===== config.mk =====
export PLATFORM = sky130hd
export DESIGN_NAME = crc16_frame_checker_unit_flat
export DESIGN_NICKNAME = d
export VERILOG_FILES = /design/src/rtl/crcfc_pkg.sv /design/src/rtl/crcfc_if.sv /design/src/rtl/crc16_frame_checker_unit.sv /design/src/flat_wrapper.sv
export SDC_FILE = /design/constraint.sdc
export NUM_CORES = 1
export LEC_CHECK = 0
export BUFFER_PORTS_ARGS = -buffer_cell sky130_fd_sc_hd__buf_2
export CAP_MARGIN = 20
export CORE_MARGIN = 5
export CORE_UTILIZATION = 50
export DETAILED_ROUTE_END_ITERATION = 10
export PLACE_DENSITY = 0.71
export SLEW_MARGIN = 10
export SYNTH_ARGS = -nofsm -noshare
export SYNTH_HDL_FRONTEND = slang
export SYNTH_SLANG_ARGS = --single-unit
export TNS_END_PERCENT = 5

===== constraint.sdc =====
create_clock -name clk -period 6 [get_ports clk]
set_input_delay 1.2 -clock clk [delete_from_list [all_inputs] [get_ports clk]]
set_output_delay 1.2 -clock clk [all_outputs]
set_load 0.01 [all_outputs]

===== src/rtl/crcfc_pkg.sv =====
package crcfc_pkg;

  localparam logic [7:0] START_BYTE = 8'h7e;

  localparam logic [2:0] PH_HUNT  = 3'd0;
  localparam logic [2:0] PH_LEN   = 3'd1;
  localparam logic [2:0] PH_HDR   = 3'd2;
  localparam logic [2:0] PH_DATA  = 3'd3;
  localparam logic [2:0] PH_CRCLO = 3'd4;
  localparam logic [2:0] PH_CRCHI = 3'd5;

  typedef logic [15:0] crc_t;

  // 16-entry nibble table for polynomial 0x1021
  function automatic crc_t nib_tab(input logic [3:0] idx);
    crc_t v;
    unique case (idx)
      4'h0: v = 16'h0000;
      4'h1: v = 16'h1021;
      4'h2: v = 16'h2042;
      4'h3: v = 16'h3063;
      4'h4: v = 16'h4084;
      4'h5: v = 16'h50a5;
      4'h6: v = 16'h60c6;
      4'h7: v = 16'h70e7;
      4'h8: v = 16'h8108;
      4'h9: v = 16'h9129;
      4'ha: v = 16'ha14a;
      4'hb: v = 16'hb16b;
      4'hc: v = 16'hc18c;
      4'hd: v = 16'hd1ad;
      4'he: v = 16'he1ce;
      default: v = 16'hf1ef;
    endcase
    return v;
  endfunction

  function automatic crc_t crc_nibble(input crc_t crc, input logic [3:0] nib);
    crc_t sh;
    sh = {crc[11:0], 4'h0};
    return sh ^ nib_tab(crc[15:12] ^ nib);
  endfunction

  // high nibble first
  function automatic crc_t crc_byte(input crc_t crc, input logic [7:0] b);
    crc_t mid;
    mid = crc_nibble(crc, b[7:4]);
    return crc_nibble(mid, b[3:0]);
  endfunction

endpackage


===== src/rtl/crcfc_if.sv =====
interface crcfc_in_if;
  logic       valid;
  logic       ready;
  logic [7:0] data_byte;

  modport source (output valid, output data_byte, input ready);
  modport sink   (input valid, input data_byte, output ready);
endinterface

interface crcfc_out_if;
  logic        valid;
  logic        ready;
  logic        frame_ok;
  logic [7:0]  payload_length;
  logic [7:0]  header_byte;
  logic [15:0] crc_computed;
  logic [15:0] crc_received;

  modport source (output valid, output frame_ok, output payload_length,
                  output header_byte, output crc_computed, output crc_received,
                  input ready);
  modport sink   (input valid, input frame_ok, input payload_length,
                  input header_byte, input crc_computed, input crc_received,
                  output ready);
endinterface


===== src/rtl/crc16_frame_checker_unit.sv =====
// CRC-16 (0x1021, init 0) frame checker.
// in_ch carries one stream byte per item. The block hunts for 0x7e, then
// takes a length byte, a header byte, that many payload bytes and a CRC
// sent low byte first. The CRC covers the payload bytes only.
// out_ch carries one verdict per frame, issued for the high CRC byte:
// frame_ok plus length, header, computed and received CRC.
// Throughput: one byte per cycle unless out_ch stalls a waiting verdict;
// the per-byte CRC update is two table steps between the input register
// and the state/result registers. The last CRC byte passes the input
// register, then the result register, where the verdict becomes valid.
// Reset (rst_n low, synchronous) empties both registers and returns the
// parser to hunting with all frame state cleared.
// When out_ch stalls with a verdict waiting, the byte in the input register
// is held and in_ch.ready drops once that register is full; no item is lost.
module crc16_frame_checker_unit
  import crcfc_pkg::*;
(
  input  logic        clk,
  input  logic        rst_n,
  crcfc_in_if.sink    in_ch,
  crcfc_out_if.source out_ch
);

  logic       in_vld_r, in_vld_nxt;
  logic [7:0] in_byte_r, in_byte_nxt;

  logic [2:0] phase_r, phase_nxt;
  logic [7:0] frame_len_r, frame_len_nxt;
  logic [7:0] bytes_left_r, bytes_left_nxt;
  logic [7:0] hdr_byte_r, hdr_byte_nxt;
  crc_t       crc_acc_r, crc_acc_nxt;
  logic [7:0] crc_low_r, crc_low_nxt;

  logic       out_vld_r, out_vld_nxt;
  logic       out_ok_r, out_ok_nxt;
  logic [7:0] out_len_r, out_len_nxt;
  logic [7:0] out_hdr_r, out_hdr_nxt;
  crc_t       out_crc_c_r, out_crc_c_nxt;
  crc_t       out_crc_rx_r, out_crc_rx_nxt;

  logic       advance;
  crc_t       rx_crc;
  crc_t       crc_upd;

  // process the held byte only when the result slot is free or draining
  assign advance     = in_vld_r && (!out_vld_r || out_ch.ready);
  assign in_ch.ready = !in_vld_r || advance;

  assign rx_crc  = {in_byte_r, crc_low_r};
  assign crc_upd = crc_byte(crc_acc_r, in_byte_r);

  always_comb begin
    in_vld_nxt  = in_vld_r;
    in_byte_nxt = in_byte_r;
    if (in_ch.valid && in_ch.ready) begin
      in_vld_nxt  = 1'b1;
      in_byte_nxt = in_ch.data_byte;
    end else if (advance) begin
      in_vld_nxt = 1'b0;
    end
  end

  always_comb begin
    phase_nxt      = phase_r;
    frame_len_nxt  = frame_len_r;
    bytes_left_nxt = bytes_left_r;
    hdr_byte_nxt   = hdr_byte_r;
    crc_acc_nxt    = crc_acc_r;
    crc_low_nxt    = crc_low_r;

    out_vld_nxt    = out_vld_r && !out_ch.ready;
    out_ok_nxt     = out_ok_r;
    out_len_nxt    = out_len_r;
    out_hdr_nxt    = out_hdr_r;
    out_crc_c_nxt  = out_crc_c_r;
    out_crc_rx_nxt = out_crc_rx_r;

    if (advance) begin
      unique case (phase_r)
        PH_LEN: begin
          frame_len_nxt  = in_byte_r;
          bytes_left_nxt = in_byte_r;
          phase_nxt      = PH_HDR;
        end
        PH_HDR: begin
          hdr_byte_nxt = in_byte_r;
          crc_acc_nxt  = '0;
          phase_nxt    = (bytes_left_r == 8'd0) ? PH_CRCLO : PH_DATA;
        end
        PH_DATA: begin
          crc_acc_nxt    = crc_upd;
          bytes_left_nxt = bytes_left_r - 8'd1;
          if (bytes_left_r == 8'd1) begin
            phase_nxt = PH_CRCLO;
          end
        end
        PH_CRCLO: begin
          crc_low_nxt = in_byte_r;
          phase_nxt   = PH_CRCHI;
        end
        PH_CRCHI: begin
          out_vld_nxt    = 1'b1;
          out_ok_nxt     = (crc_acc_r == rx_crc);
          out_len_nxt    = frame_len_r;
          out_hdr_nxt    = hdr_byte_r;
          out_crc_c_nxt  = crc_acc_r;
          out_crc_rx_nxt = rx_crc;
          phase_nxt      = PH_HUNT;
        end
        default: begin
          // hunting, and any unused code
          phase_nxt = (in_byte_r == START_BYTE) ? PH_LEN : PH_HUNT;
        end
      endcase
    end
  end

  always_ff @(posedge clk) begin
    if (!rst_n) begin
      in_vld_r     <= 1'b0;
      out_vld_r    <= 1'b0;
      phase_r      <= PH_HUNT;
      frame_len_r  <= '0;
      bytes_left_r <= '0;
      hdr_byte_r   <= '0;
      crc_acc_r    <= '0;
      crc_low_r    <= '0;
    end else begin
      in_vld_r     <= in_vld_nxt;
      out_vld_r    <= out_vld_nxt;
      phase_r      <= phase_nxt;
      frame_len_r  <= frame_len_nxt;
      bytes_left_r <= bytes_left_nxt;
      hdr_byte_r   <= hdr_byte_nxt;
      crc_acc_r    <= crc_acc_nxt;
      crc_low_r    <= crc_low_nxt;
    end
  end

  always_ff @(posedge clk) begin
    in_byte_r    <= in_byte_nxt;
    out_ok_r     <= out_ok_nxt;
    out_len_r    <= out_len_nxt;
    out_hdr_r    <= out_hdr_nxt;
    out_crc_c_r  <= out_crc_c_nxt;
    out_crc_rx_r <= out_crc_rx_nxt;
  end

  assign out_ch.valid          = out_vld_r;
  assign out_ch.frame_ok       = out_ok_r;
  assign out_ch.payload_length = out_len_r;
  assign out_ch.header_byte    = out_hdr_r;
  assign out_ch.crc_computed   = out_crc_c_r;
  assign out_ch.crc_received   = out_crc_rx_r;

endmodule

===== src/flat_wrapper.sv =====
// flat-port wrapper written by rule: the top's interface ports become plain ports
module crc16_frame_checker_unit_flat import crcfc_pkg::*;
  (clk, rst_n, in_ch_valid, in_ch_data_byte, in_ch_ready, out_ch_valid, out_ch_frame_ok, out_ch_payload_length, out_ch_header_byte, out_ch_crc_computed, out_ch_crc_received, out_ch_ready);
  crcfc_in_if in_ch_i ();
  crcfc_out_if out_ch_i ();
  input  logic clk;
  input  logic rst_n;
  input wire logic [$bits(in_ch_i.valid)-1:0] in_ch_valid;
  input wire logic [$bits(in_ch_i.data_byte)-1:0] in_ch_data_byte;
  output wire logic [$bits(in_ch_i.ready)-1:0] in_ch_ready;
  output wire logic [$bits(out_ch_i.valid)-1:0] out_ch_valid;
  output wire logic [$bits(out_ch_i.frame_ok)-1:0] out_ch_frame_ok;
  output wire logic [$bits(out_ch_i.payload_length)-1:0] out_ch_payload_length;
  output wire logic [$bits(out_ch_i.header_byte)-1:0] out_ch_header_byte;
  output wire logic [$bits(out_ch_i.crc_computed)-1:0] out_ch_crc_computed;
  output wire logic [$bits(out_ch_i.crc_received)-1:0] out_ch_crc_received;
  input wire logic [$bits(out_ch_i.ready)-1:0] out_ch_ready;
  assign in_ch_i.valid = in_ch_valid;
  assign in_ch_i.data_byte = in_ch_data_byte;
  assign in_ch_ready = in_ch_i.ready;
  assign out_ch_valid = out_ch_i.valid;
  assign out_ch_frame_ok = out_ch_i.frame_ok;
  assign out_ch_payload_length = out_ch_i.payload_length;
  assign out_ch_header_byte = out_ch_i.header_byte;
  assign out_ch_crc_computed = out_ch_i.crc_computed;
  assign out_ch_crc_received = out_ch_i.crc_received;
  assign out_ch_i.ready = out_ch_ready;
  crc16_frame_checker_unit u_core (.clk(clk), .rst_n(rst_n), .in_ch(in_ch_i), .out_ch(out_ch_i));
endmodule

==> results.txt <==
* Run status: complete, no violations
- DRC Markers: 0
- Of the synthesized area, sequential elements account for 0.654.
- TritonCTS clock tree: done
- Die extent in y: between 100 and 150 µm
* Worst path arrival time: approximately 1700 ps
* Residual antenna-violating net count after detailed routing: 0
- On the critical path, the stage with the largest delay is an instance of nor2b_1.
- At the pin with the least slew margin, the transition time is 822 ps.
- Area added between synthesis and finish: 13.5%
- Dividing the final minimum period by the clock period gives 0.485.
- CTS sink cnt: 110
* Total I/O pin count: 63
* Most frequent cell on the critical path: buf_2
- Async set or reset register ratio after synthesis: 0
- Sequential power share: 0.643
- The initial antenna violation count is 0.
- After global routing the overflow that remains totals 0.
- Yosys warnings: 0
- After floorplanning, the core was divided into 33 placement rows.
- Dividing the detail-routed via count by the number of cells gives approximately 5.4.
* Power per cell area: 258 mW/mm²
* Maximum number of pins on one net before global-route repair: between 40 and 50
- H-tree depth: 3
* Area of the die: between 0.01 and 0.015 mm²
- Detailed placer's ending HPWL: 5770 µm
- Adding up every negative setup slack in the final design gives 0 ps.
- For this run, the top clock speed supported by timing is 0.343 GHz.
* Wirelength per Cell: 16.1 µm
- Critical Path Fanout Max: 3
* Ordered cell list for the critical path: buf_2, nor2b_1, nand2_1, buf_2
* Worst path buffer plus inverter count: 2
* Most instantiated library cell after synthesis: edfxtp_1
- Counting the buffers created by CTS gives 9.
- Most used standard cells in the synthesized netlist: edfxtp_1 (57), dfxtp_1 (53), nand2_1 (38), nor2_1 (32), xnor2_1 (27)
- Share of the synthesized area in the top cell type: 0.404
- For this run, the leading register cell type out of synthesis is edfxtp_1.
* Number of enable-type register cells in the synthesized netlist: 57
- Global Route Usage Sum: 0.171
- The first routing iteration left 105 violations.
- Kind of cell adding the most delay to the critical path: buffers and inverters
- Count of fill cells added during filler insertion: 693
* Clock skew: roughly 11 ps
* Root Buffer: clkbuf_8
- Number of detailed-routing iterations run before antenna repair: 4
- After clock tree synthesis, the setup repair step added 0 buffers.
- The worst setup path is of the primary input to primary output kind.
- After synthesis the netlist holds a flip-flop and latch count of 110.
* Final setup vio count: 0
- For this block, wires on met1 add up to 3690 µm.
- Routability-driven placement finished with a final weighted congestion of ~0.9.
- After clock tree synthesis, the clock-pin slew on the worst setup and hold paths is 100 ps.
* Number of instances in the synthesized netlist: about 360
* Total leakage power: 0.00184 µW
- The mapped netlist covers around 0.0042 mm².
- The design draws roughly 1200 µW.
- The later pin in the worst-skew pair is clocked with a latency of between 300 and 400 ps.
- Critical path data required time: about 4800 ps
* Routed wl met3: 507 µm
* Core footprint: approximately 0.0083 mm²
- Headroom to the max-slew limit came out at 0.450.
- The longest clock path from root to sink contains 2 buffers.
* Number of maximum-capacitance constraint violations: 0
* Net switching fraction of the power: 0.229
- Summed over all layers, the routed wires come to approximately 8400 µm.
- Number of global-route vias before repair: between 2000 and 3000
* Vias after detailed routing: 2852
- The routed design uses 4110 µm of met2 wire.
* Die width: just over 100 µm
- Switching pwr: 284 µW
- Resized Gates After CTS: 0
- Number of failing hold endpoints at the final stage: 0
* Starting Density: 0.513
* Final min period: approximately 2900 ps
- The largest total area in the synthesized netlist belongs to edfxtp_1.
- The largest single stage delay on the critical path is 170 ps.
* Cell types occupying the most area after synthesis: edfxtp_1 (40%), dfxtp_1 (25%), xnor2_1 (5.6%)
- Internal power: ~960 µW
- The share of total power dissipated in combinational logic is 0.027.
- Proportion of layout cells with a drive suffix above 1: 0.202
- # nets final: around 430
- The count of buffers added on input and output ports is between 60 and 70.
- The number of pins with negative max-slew slack in the final report came to 0.
- Diodes inserted: 0
* VDD IR-drop max: 0.000130 V
* Highest metal layer with signal wires: met4
- Worst Setup Start Kind: primary input
* Hold Buf Count CTS: 0
- Element type at the critical path end: primary output
- Synthesis produced a netlist with a net count of 373.
- Classification of the worst-slack hold path: flop to flop
* Distinct cell type count of the synthesized netlist: between 40 and 50
* RSZ-0062 raised after global routing: no
* Clock power share: 0.330
* Average footprint of a synthesized cell: between 10 and 15 µm²
* First-pass GRT wire length: between 10000 and 15000 µm
-- metrics by stage --
stage               setup slack, ps  area [µm²]  instances  hold slack, ps   util
finish                         3090        4810        526             440  0.582
global route                   3030        4810        526             452  0.582
CTS                            3080        4810        526             439  0.582
detailed placement             3040        4630        510             415  0.561
global placement               3110        4630        510             412  0.561
floorplan                      1970        4240        358             402      -
-- worst reg2reg max path, stage by stage, from the launching register on --
cell	delay, ps
dfxtp_1	770
nand3b_1	750
or3_1	700
o21ai_1	190
-- registers in the layout, indices dropped and copies added (netlist names) --
register,count
u_core.out_ch.payload_length,8
u_core.phase_r,3
u_core.in_vld_r,1
u_core.out_ch.header_byte,8
u_core.hdr_byte_r,8
u_core.out_ch.valid,1
u_core.crc_acc_r,16
u_core.frame_len_r,8
u_core.out_ch.frame_ok,1
u_core.in_byte_r,8
u_core.out_ch.crc_computed,16
u_core.bytes_left_r,8
u_core.out_ch.crc_received,16
u_core.crc_low_r,8
-- layout by cell type, fill, tap and decap left out, types with 7 or more instances in the layout --
cell and count:
clkbuf_8 9, buf_2 62, o21ai_0 15, nand4_1 7
mux2i_1 16, edfxtp_1 57, dfxtp_1 53, xnor2_1 27
nor2_1 31, nand2_1 38, o21ai_1 9, a21oi_1 23
-- layer usage --
metal,vias up,track usage
li1,1391,-
met1,1369,0.225
met2,79,0.278
met3,13,0.0451
met4,0,0.0525
met5,-,0
-- cell families after synthesis --
group	after synthesis	synth area share
xor+xnor	33	0.0682
simple gates	111	0.126
compound gates	64	0.0859
flops	110	0.654
buf+inv	21	0.0195
fa+ha+maj	3	0.00886
mux	16	0.0378
-- power by group through the flow --
stage / Clock, µW / Combinational [µW] / Sequential (µW)
floorplan: 0 / 25.2 / 809
global placement: 0 / 33.3 / 816
detailed placement: 0 / 33.2 / 816
CTS: 413 / 33.5 / 799
global route: 450 / 36.6 / 800
finish: 410 / 33.2 / 799
-- area by class of cell --
cell class / count / area [µm²] / share of cell area
multi-input combinational: 227 / 1390 / 0.289
clock inverter: 7 / 53.8 / 0.0112
inverter: 5 / 18.8 / 0.00390
clock buffer: 9 / 124 / 0.0258
sequential: 110 / 2770 / 0.576
tap: 105 / 131 / 0.0273
timing repair buffer: 63 / 318 / 0.0661
-- worst paths after layout --
check,cells after the start,startpoint,endpoint,slack (ps)
min,0,u_core.frame_len_r[0],u_core.out_ch.payload_length[0],440
max,4,out_ch_ready,in_ch_ready,3090
min reg2reg,0,u_core.frame_len_r[0],u_core.out_ch.payload_length[0],440
max reg2reg,3,u_core.phase_r[1],u_core.crc_acc_r[14],3540
Note: power is estimated with default switching activity, not from simulation.
